File: src/hdl/ttl_pkg.sv
`default_nettype none

package ttl_pkg;

  // Fixed geometry of the tiled source format.
  localparam int unsigned LANES = 4;

  // Register map, indexed by paddr[3:2].
  typedef enum logic [1:0] {
    REG_PLANE_MODE   = 2'd0,
    REG_FRAME_WIDTH  = 2'd1,
    REG_FRAME_HEIGHT = 2'd2,
    REG_LINE_PITCH   = 2'd3
  } reg_idx_e;

  // Configuration registers as seen by the datapath.
  typedef struct packed {
    logic        plane_mode;
    logic [12:0] frame_width;
    logic [12:0] frame_height;
    logic [13:0] line_pitch;
  } cfg_t;

  // Position of one source word, registered after the address multiply.
  typedef struct packed {
    logic [25:0] product;
    logic [11:0] col_base;
    logic [1:0]  word;
    logic        live;
    logic        last;
    logic        mode;
  } pos_t;

  // What one lane contributes from its two source bytes.
  typedef struct packed {
    logic [15:0] copy;
    logic [7:0]  cb;
    logic [7:0]  cr;
  } lane_t;

endpackage

`default_nettype wire

File: src/hdl/ttl_in_if.sv
`default_nettype none

interface ttl_in_if;
  logic        valid;
  logic        ready;
  logic [63:0] source_word;

  modport source (output valid, output source_word, input ready);
  modport sink (input valid, input source_word, output ready);
endinterface

`default_nettype wire

File: src/hdl/ttl_out_if.sv
`default_nettype none

interface ttl_out_if;
  logic        valid;
  logic        ready;
  logic [25:0] write_offset;
  logic [63:0] first_plane_bytes;
  logic [31:0] second_plane_bytes;
  logic [3:0]  byte_count;
  logic        frame_done;

  modport source (output valid, output write_offset, output first_plane_bytes,
                  output second_plane_bytes, output byte_count, output frame_done,
                  input ready);
  modport sink (input valid, input write_offset, input first_plane_bytes,
                input second_plane_bytes, input byte_count, input frame_done,
                output ready);
endinterface

`default_nettype wire

File: src/hdl/tiled_32x32_to_linear_planes.sv
`default_nettype none

// Detiler for a 32x32-tiled picture plane. Each accepted 64-bit source word,
// in tiled source order, yields one linear destination write: offset, plane
// bytes, byte count and a frame-end flag. The block takes one word per clock
// cycle unless the output stalls: the first stage steps the position
// counters and forms the picture line number times the pitch in one 12x14
// multiplier, the second adds the column and word offset while four byte-pair
// lanes copy or split the CbCr bytes into the output register. Configuration
// is written over the APB port at byte addresses 0, 4, 8 and 12 and should
// change only between frames.
module tiled_32x32_to_linear_planes #(
  parameter int unsigned MAX_WIDTH  = 4096,
  parameter int unsigned MAX_HEIGHT = 4096
) (
  input  wire logic        clk_i,
  input  wire logic        rst_ni,
  ttl_in_if.sink           in_i,
  ttl_out_if.source        out_o,
  input  wire logic        psel,
  input  wire logic        penable,
  input  wire logic        pwrite,
  input  wire logic [3:0]  paddr,
  input  wire logic [31:0] pwdata,
  output logic      [31:0] prdata,
  output logic             pready
);
  import ttl_pkg::*;

  cfg_t        cfg_q;
  pos_t        pos;
  lane_t       lanes [LANES];
  logic        cfg_wr;
  logic        s1_v_q, s1_v_d;
  logic [63:0] s1_word_q;
  logic        out_v_q, out_v_d;
  logic        in_acc, s1_ready, s2_load;
  logic [4:0]  word_off;
  logic [25:0] offset_d, offset_q;
  logic [63:0] first_d, first_q;
  logic [31:0] second_d, second_q;
  logic [3:0]  count_d, count_q;
  logic        done_q;

  // Register writes complete in the access phase; there are no wait states.
  assign pready = 1'b1;
  assign cfg_wr = psel && penable && pwrite;

  always_ff @(posedge clk_i or negedge rst_ni) begin
    if (!rst_ni) begin
      cfg_q.plane_mode   <= 1'b0;
      cfg_q.frame_width  <= 13'd1920;
      cfg_q.frame_height <= 13'd1088;
      cfg_q.line_pitch   <= 14'd1920;
    end else if (cfg_wr) begin
      case (reg_idx_e'(paddr[3:2]))
        REG_PLANE_MODE:   cfg_q.plane_mode   <= pwdata[0];
        REG_FRAME_WIDTH:  cfg_q.frame_width  <= pwdata[12:0];
        REG_FRAME_HEIGHT: cfg_q.frame_height <= pwdata[12:0];
        REG_LINE_PITCH:   cfg_q.line_pitch   <= pwdata[13:0];
        default: ;
      endcase
    end
  end

  always_comb begin
    case (reg_idx_e'(paddr[3:2]))
      REG_PLANE_MODE:   prdata = {31'd0, cfg_q.plane_mode};
      REG_FRAME_WIDTH:  prdata = {19'd0, cfg_q.frame_width};
      REG_FRAME_HEIGHT: prdata = {19'd0, cfg_q.frame_height};
      REG_LINE_PITCH:   prdata = {18'd0, cfg_q.line_pitch};
      default:          prdata = 32'd0;
    endcase
  end

  // Two-stage pipeline; each stage loads when the one after it can move.
  assign s2_load  = s1_v_q && (!out_v_q || out_o.ready);
  assign s1_ready = !s1_v_q || s2_load;
  assign in_acc   = in_i.valid && s1_ready;
  assign in_i.ready = s1_ready;

  always_comb begin
    s1_v_d = s1_v_q;
    if (in_acc) begin
      s1_v_d = 1'b1;
    end else if (s2_load) begin
      s1_v_d = 1'b0;
    end
    out_v_d = out_v_q;
    if (s2_load) begin
      out_v_d = 1'b1;
    end else if (out_o.ready) begin
      out_v_d = 1'b0;
    end
  end

  always_ff @(posedge clk_i or negedge rst_ni) begin
    if (!rst_ni) begin
      s1_v_q  <= 1'b0;
      out_v_q <= 1'b0;
    end else begin
      s1_v_q  <= s1_v_d;
      out_v_q <= out_v_d;
    end
  end

  always_ff @(posedge clk_i) begin
    if (in_acc) begin
      s1_word_q <= in_i.source_word;
    end
  end

  // Position counters and the line-times-pitch product.
  ttl_addr #(
    .MAX_WIDTH  (MAX_WIDTH),
    .MAX_HEIGHT (MAX_HEIGHT)
  ) u_addr (
    .clk_i  (clk_i),
    .rst_ni (rst_ni),
    .cfg_i  (cfg_q),
    .adv_i  (in_acc),
    .pos_o  (pos)
  );

  // One lane per pair of source bytes.
  for (genvar g = 0; g < LANES; g++) begin : g_lane
    ttl_lane u_lane (
      .mode_i (pos.mode),
      .live_i (pos.live),
      .pair_i (s1_word_q[16*g +: 16]),
      .lane_o (lanes[g])
    );
  end

  // Merge the lanes and finish the destination offset.
  always_comb begin
    word_off = pos.mode ? {1'b0, pos.word, 2'b00} : {pos.word, 3'b000};
    offset_d = pos.live ? (pos.product + 26'(pos.col_base) + 26'(word_off)) : 26'd0;
    first_d  = {lanes[3].copy, lanes[2].copy, lanes[1].copy, lanes[0].copy}
             | {32'd0, lanes[3].cb, lanes[2].cb, lanes[1].cb, lanes[0].cb};
    second_d = {lanes[3].cr, lanes[2].cr, lanes[1].cr, lanes[0].cr};
    count_d  = !pos.live ? 4'd0 : (pos.mode ? 4'd4 : 4'd8);
  end

  always_ff @(posedge clk_i) begin
    if (s2_load) begin
      offset_q <= offset_d;
      first_q  <= first_d;
      second_q <= second_d;
      count_q  <= count_d;
      done_q   <= pos.last;
    end
  end

  assign out_o.valid              = out_v_q;
  assign out_o.write_offset       = offset_q;
  assign out_o.first_plane_bytes  = first_q;
  assign out_o.second_plane_bytes = second_q;
  assign out_o.byte_count         = count_q;
  assign out_o.frame_done         = done_q;

endmodule

`default_nettype wire

File: src/hdl/ttl_lane.sv
`default_nettype none

module ttl_lane (
  input  wire logic           mode_i,
  input  wire logic           live_i,
  input  wire logic [15:0]    pair_i,
  output ttl_pkg::lane_t      lane_o
);
  import ttl_pkg::*;

  // Copy mode passes both bytes; chroma mode splits them into Cb and Cr.
  always_comb begin
    lane_o.copy = (live_i && !mode_i) ? pair_i : 16'd0;
    lane_o.cb   = (live_i && mode_i) ? pair_i[7:0] : 8'd0;
    lane_o.cr   = (live_i && mode_i) ? pair_i[15:8] : 8'd0;
  end

endmodule

`default_nettype wire

File: src/hdl/ttl_addr.sv
`default_nettype none

module ttl_addr #(
  parameter int unsigned MAX_WIDTH  = 4096,
  parameter int unsigned MAX_HEIGHT = 4096
) (
  input  wire logic          clk_i,
  input  wire logic          rst_ni,
  input  wire ttl_pkg::cfg_t cfg_i,
  input  wire logic          adv_i,
  output ttl_pkg::pos_t      pos_o
);
  import ttl_pkg::*;

  logic [6:0]  tile_row_q, tile_row_d;
  logic [6:0]  column_pair_q, column_pair_d;
  logic [4:0]  tile_line_q, tile_line_d;
  logic [1:0]  word_in_line_q, word_in_line_d;
  pos_t        pos_q, pos_d;

  logic [13:0] width_clamp, width_eff, height_eff;
  logic [14:0] mb_cols;
  logic [9:0]  pairs;
  logic [14:0] mb_rows;
  logic [9:0]  rows;
  logic [11:0] line_no;
  logic [11:0] col_base;
  logic [13:0] half_end;
  logic        pair_end, row_end;

  // Effective plane size, clamped to the supported maximum.
  always_comb begin
    width_clamp = ({1'b0, cfg_i.frame_width} > 14'(MAX_WIDTH)) ? 14'(MAX_WIDTH)
                                                                : {1'b0, cfg_i.frame_width};
    width_eff   = cfg_i.plane_mode ? (width_clamp >> 1) : width_clamp;
    height_eff  = ({1'b0, cfg_i.frame_height} > 14'(MAX_HEIGHT)) ? 14'(MAX_HEIGHT)
                                                                  : {1'b0, cfg_i.frame_height};
  end

  // Column-pair and tile-row counts after macroblock rounding; zero counts as one.
  always_comb begin
    if (cfg_i.plane_mode) begin
      mb_cols = ({1'b0, width_eff} + 15'd7) >> 3;
      mb_rows = ((({1'b0, height_eff} + 15'd7) >> 3) + 15'd3) >> 2;
    end else begin
      mb_cols = ({1'b0, width_eff} + 15'd15) >> 4;
      mb_rows = ((({1'b0, height_eff} + 15'd15) >> 4) + 15'd1) >> 1;
    end
    pairs = 10'((mb_cols + 15'd1) >> 1);
    rows  = 10'(mb_rows);
    if (pairs == 10'd0) begin
      pairs = 10'd1;
    end
    if (rows == 10'd0) begin
      rows = 10'd1;
    end
  end

  // Current position and what part of the line is inside the picture.
  always_comb begin
    line_no  = {tile_row_q, tile_line_q};
    col_base = cfg_i.plane_mode ? {1'b0, column_pair_q, 4'd0} : {column_pair_q, 5'd0};
    half_end = {2'b0, col_base} + (cfg_i.plane_mode ? 14'd8 : 14'd16);
    pair_end = ({3'b0, column_pair_q} + 10'd1) >= pairs;
    row_end  = ({3'b0, tile_row_q} + 10'd1) >= rows;

    pos_d.product  = {14'd0, line_no} * {12'd0, cfg_i.line_pitch};
    pos_d.col_base = col_base;
    pos_d.word     = word_in_line_q;
    pos_d.mode     = cfg_i.plane_mode;
    pos_d.live     = 1'b0;
    if ({2'b0, line_no} < height_eff) begin
      if (half_end < width_eff) begin
        pos_d.live = 1'b1;
      end else if ({2'b0, col_base} < width_eff) begin
        pos_d.live = !word_in_line_q[1];
      end
    end
    pos_d.last = (word_in_line_q == 2'd3) && (tile_line_q == 5'd31) && pair_end && row_end;
  end

  // Source-order counters: word, line, column pair, tile row.
  always_comb begin
    word_in_line_d = word_in_line_q + 2'd1;
    tile_line_d    = tile_line_q;
    column_pair_d  = column_pair_q;
    tile_row_d     = tile_row_q;
    if (word_in_line_q == 2'd3) begin
      tile_line_d = tile_line_q + 5'd1;
      if (tile_line_q == 5'd31) begin
        if (pair_end) begin
          column_pair_d = 7'd0;
          tile_row_d    = row_end ? 7'd0 : tile_row_q + 7'd1;
        end else begin
          column_pair_d = column_pair_q + 7'd1;
        end
      end
    end
  end

  always_ff @(posedge clk_i or negedge rst_ni) begin
    if (!rst_ni) begin
      tile_row_q     <= '0;
      column_pair_q  <= '0;
      tile_line_q    <= '0;
      word_in_line_q <= '0;
    end else if (adv_i) begin
      tile_row_q     <= tile_row_d;
      column_pair_q  <= column_pair_d;
      tile_line_q    <= tile_line_d;
      word_in_line_q <= word_in_line_d;
    end
  end

  // Position register; only valid alongside the stage valid held above.
  always_ff @(posedge clk_i) begin
    if (adv_i) begin
      pos_q <= pos_d;
    end
  end

  assign pos_o = pos_q;

endmodule

`default_nettype wire
File: src/flat_wrapper.sv
// flat-port wrapper written by rule: the top's interface ports become plain ports
module tiled_32x32_to_linear_planes_flat import ttl_pkg::*;
#(
  parameter int unsigned MAX_WIDTH  = 4096,
  parameter int unsigned MAX_HEIGHT = 4096
)
  (clk_i, rst_ni, psel, penable, pwrite, paddr, pwdata, prdata, pready, in_i_valid, in_i_source_word, in_i_ready, out_o_valid, out_o_write_offset, out_o_first_plane_bytes, out_o_second_plane_bytes, out_o_byte_count, out_o_frame_done, out_o_ready);
  ttl_in_if in_i_i ();
  ttl_out_if out_o_i ();
  input  wire logic clk_i;
  input  wire logic rst_ni;
  input  wire logic psel;
  input  wire logic penable;
  input  wire logic pwrite;
  input  wire logic [3:0] paddr;
  input  wire logic [31:0] pwdata;
  output logic      [31:0] prdata;
  output logic pready;
  input wire logic [$bits(in_i_i.valid)-1:0] in_i_valid;
  input wire logic [$bits(in_i_i.source_word)-1:0] in_i_source_word;
  output wire logic [$bits(in_i_i.ready)-1:0] in_i_ready;
  output wire logic [$bits(out_o_i.valid)-1:0] out_o_valid;
  output wire logic [$bits(out_o_i.write_offset)-1:0] out_o_write_offset;
  output wire logic [$bits(out_o_i.first_plane_bytes)-1:0] out_o_first_plane_bytes;
  output wire logic [$bits(out_o_i.second_plane_bytes)-1:0] out_o_second_plane_bytes;
  output wire logic [$bits(out_o_i.byte_count)-1:0] out_o_byte_count;
  output wire logic [$bits(out_o_i.frame_done)-1:0] out_o_frame_done;
  input wire logic [$bits(out_o_i.ready)-1:0] out_o_ready;
  assign in_i_i.valid = in_i_valid;
  assign in_i_i.source_word = in_i_source_word;
  assign in_i_ready = in_i_i.ready;
  assign out_o_valid = out_o_i.valid;
  assign out_o_write_offset = out_o_i.write_offset;
  assign out_o_first_plane_bytes = out_o_i.first_plane_bytes;
  assign out_o_second_plane_bytes = out_o_i.second_plane_bytes;
  assign out_o_byte_count = out_o_i.byte_count;
  assign out_o_frame_done = out_o_i.frame_done;
  assign out_o_i.ready = out_o_ready;
  tiled_32x32_to_linear_planes #(.MAX_WIDTH(MAX_WIDTH), .MAX_HEIGHT(MAX_HEIGHT)) u_core (.clk_i(clk_i), .rst_ni(rst_ni), .in_i(in_i_i), .out_o(out_o_i), .psel(psel), .penable(penable), .pwrite(pwrite), .paddr(paddr), .pwdata(pwdata), .prdata(prdata), .pready(pready));
endmodule
File: config.mk
export PLATFORM = sky130hd
export DESIGN_NAME = tiled_32x32_to_linear_planes_flat
export DESIGN_NICKNAME = d
export VERILOG_FILES = /design/src/hdl/ttl_pkg.sv /design/src/hdl/ttl_in_if.sv /design/src/hdl/ttl_out_if.sv /design/src/hdl/tiled_32x32_to_linear_planes.sv /design/src/hdl/ttl_lane.sv /design/src/hdl/ttl_addr.sv /design/src/flat_wrapper.sv
export SDC_FILE = /design/constraint.sdc
export NUM_CORES = 1
export LEC_CHECK = 0
export BUFFER_PORTS_ARGS = -buffer_cell sky130_fd_sc_hd__buf_2
export CAP_MARGIN = 40
export CORE_ASPECT_RATIO = 0.9
export CORE_MARGIN = 2
export CORE_UTILIZATION = 40
export DETAILED_ROUTE_END_ITERATION = 16
export PLACE_DENSITY_LB_ADDON = 0.05
export SYNTH_ARGS = -nofsm -noshare
export SYNTH_HDL_FRONTEND = slang
export SYNTH_SLANG_ARGS = --single-unit
File: constraint.sdc
create_clock -name clk_i -period 5.7 [get_ports clk_i]
set_input_delay 1.14 -clock clk_i [delete_from_list [all_inputs] [get_ports clk_i]]
set_output_delay 1.14 -clock clk_i [all_outputs]
set_load 0.01 [all_outputs]
==> flow_summary.toml <==
[synthesis]
syn_area_per_cell_sq_um = 11.3
synth_compound_area_share_pct = 7.30
yosys.area_share.simple_pct = 14.7
synthXorXnorAreaFrac_pct = 3.16
synth.distinct_cells = 82
synthFlopType = "edfxtp_1"
synthCells = 1739
ys_seq_area_share_pct = 43.1
synth_top_family_by_area = "adder cells"
ys_async_sr_fraction_pct = 21.9
syn_area_sq_um = 19600
synth_mux_area_share_pct = 5.36
synthAdderAreaFrac_pct = 20.9
synth_edf_count = 228
synth_warnings = 0
synth_seq_cells = 292

[min_path]
hold_end = "u_core.out_o.frame_done"
hold_class = "flop to flop"
holdPathStages = 0
hold_start = "u_core.u_addr.pos_o[1]"

[final_layout]
final_cell_mix = "buf_2 (228), edfxtp_1 (228), nand2_1 (191), inv_1 (147), and2_1 (129)"
drive_gt1_share_pct = 23.8
finalNonFillerCells = 2652
fillers = 4597
areaGrowthSynthToFinish_pct = 17.8
utilization_pct = 47.4
fin_nets = 2353
antenna_cells = 0

[global_route]
grt_pass1_wl_um = 75600
grt_max_degree = 92
grt_usage_pct = 18.9
antenna_found_initial = 0
grt-ovfl-total = 0
grt_pass1_vias = 13300

[clock_tree]
cts_inserted_buffers = 36
clk_latency_ns = 0.56
tritoncts = "yes"
cts.clk_slew.worst_paths_ns = 0.06
clock_tree.buffer_depth = 3
htreeDepth = 2
cts_sinks = 292
root_buffer = "clkbuf_16"

[timing]
finClkSkew_ns = 0.0206
slew_viol_final = 0
final.min_clock_period_ns = 5.51
relSlewSlack_pct = 43.3
hold_viol = 0
max_freq_ghz = 0.181
worst_slew_pin_slew_ns = 0.837
hold_ws_ns = 0.417
rsz0062_at_grt = "yes"
setup_viol = 0
tns_ns = 0
fin_crit_sh_pct = 96.7

[floorplanning]
die_y_um = 214
fp.dieW_um = 238
dieArea_sq_um = 50900
start_util_pct = 40.2
core_area_sq_um = 48800
ios = 269
rows = 77

[setup_path]
slowest_delay_ns = 0.55
worst-r2r-cell-count = 18
critPathCaptureType = "flop"
crit_path_cell_trace = "and2_1 -> fa_1 -> fa_1 -> fa_1 -> inv_1 -> fa_1 -> inv_1 -> fa_1 -> ha_4 -> and3_4 -> and3_1 -> a32oi_1 -> buf_4 -> a311o_1 -> and3_4 -> o41ai_2 -> a21oi_1 -> xor2_1"
timing.rr.start = "u_core.u_addr.tile_row_q[3]"
path_common_cell = "fa_1"
cp_max_fo = 6
cp.arrival_ns = 5.81
cp.required_ns = 6.00
start_kind = "flop"
critical_path.slowest_cell = "fa_1"
crit_type = "flop to flop"
r2r_slack_ns = 0.19
r2r_end = "u_core.u_addr.pos_o[42]"

[routing]
wl_per_cell_um = 18.1
final_antenna_net_count = 0
drtIter0Drc = 647
finalWirelength_um = 48000
first_pass_iters = 5
drc = 0
vias = 13400
via_per_inst = 5.06

[place]
placed_cells = 2584
portBuffers = 227
dp_hpwl_um = 36500
gp_congestion = 0.837

[power]
finalPower_uw = 9770
vdd_drop_max_uv = 259
p_leak_uw = 0.0105
pwr_density_cell_nw_per_um2 = 422

[outcome]
status = "finished, final reports clean"

[flow_run]
cap_violations = 0
[worst max path at each step]
stage / startpoint / end / slack, ns / depth (start not counted)
floorplan: u_core.u_addr.tile_row_q[4] / u_core.u_addr.pos_o[42] / 0.02 / 20
global placement: u_core.cfg_q[1] / u_core.u_addr.pos_o[42] / 0.04 / 19
detailed placement: u_core.cfg_q[7] / u_core.u_addr.pos_o[42] / 0.04 / 19
CTS: u_core.cfg_q[1] / u_core.u_addr.pos_o[42] / 0.03 / 19
global route: u_core.cfg_q[7] / u_core.u_addr.pos_o[42] / -0.01 / 19
finish: u_core.u_addr.tile_row_q[3] / u_core.u_addr.pos_o[42] / 0.19 / 18
[logic make-up (layout without fill, tap and decap cells)]
group	after synthesis	in the layout
AO/OA/AOI/OAI	207	207
XOR/XNOR	71	71
adder cells (fa/ha/maj)	255	255
buffers and inverters	261	522
flip-flops	292	292
multiplexers	96	96
other	2	22
AND/OR/NAND/NOR	555	555
[metal layers]
layer	wire length, um	GRT usage, %	part of all wire [%]	vias up
met5	0	0	0	-
met4	780	4.17	1.6	0
met3	2100	3.40	4.4	50
met2	22100	29.8	46	274
met1	23000	27.2	48	6653
li1	-	-	-	6446
[registers in the layout, indices dropped and copies added, names as in the netlist]
register,flops
u_core.cfg_q,41
u_core.out_o.byte_count,2
u_core.out_o.first_plane_bytes,64
u_core.out_o.frame_done,1
u_core.out_o.second_plane_bytes,32
u_core.out_o.valid,1
u_core.out_o.write_offset,26
u_core.s1_v_q,1
u_core.s1_word_q,64
u_core.u_addr.column_pair_q,7
u_core.u_addr.pos_o,39
u_core.u_addr.tile_line_q,5
u_core.u_addr.tile_row_q,7
u_core.u_addr.word_in_line_q,2
[area by class of cell]
cell class	instances	area (sq um)	share of cell area, %
inverter	149	562	2.43
clock buffer	41	930	4.01
timing repair buffer	307	1790	7.73
multi-input combinational	1206	10300	44.4
clock inverter	25	342	1.48
tap	632	791	3.42
sequential	292	8470	36.6
[power breakdown]
part | leakage (uW) | internal (uW) | total [uW] | switching (uW)
combinational | 0.00685 | 1950 | 4190 | 2240
sequential | 0.00301 | 2820 | 3120 | 301
clock | 0.000621 | 1510 | 2460 | 954
total | 0.0105 | 6280 | 9770 | 3490
[stage by stage]
step	setup WS, ns	instance area (sq um)
after floorplan	0.0163	19700
final	0.185	23200
after CTS	0.0312	23000
after detailed placement	0.0415	21800
after global routing	-0.0116	23200
after global placement	0.0399	21700
[cell usage after synthesis (all sizes together), types with 10 or more instances]
library cell | instances | share of area (%)
edfxtp | 228 | 35
and2 | 131 | 4.2
dfstp | 10 | 1.3
nor3 | 14 | 0.36
dfrtp | 54 | 6.9
o21ai | 49 | 1.2
buf | 34 | 1.2
xnor2 | 54 | 2.4
a21oi | 40 | 1.0
nor2 | 39 | 0.75
nand2 | 193 | 3.7
a21o | 28 | 1.1
nand2b | 16 | 0.51
nand4 | 10 | 0.32
clkbuf | 78 | 1.5
a22o | 13 | 0.59
inv | 148 | 2.8
ha | 132 | 8.4
xor2 | 17 | 0.76
and3 | 49 | 1.6
mux2i | 32 | 1.6
nand3 | 26 | 0.66
mux2 | 63 | 3.6
nor2b | 35 | 1.1
fa | 122 | 12
[worst max-delay path: cells and delay by family (launching register included)]
family / cells / cell delay (ns)
flops: 1 / 0.46
xor+xnor: 1 / 0.15
buf+inv: 3 / 0.28
fa+ha+maj: 6 / 2.85
simple gates: 4 / 0.69
compound gates: 4 / 0.81
[timing repair]
item | 4_1_cts | 5_1_grt
hold buffers | 0 | 0
gates resized for setup | 0 | 23
setup buffers | 0 | 2
setup endpoints to repair | 0 | 6
Power figures use the tool's default switching activity.
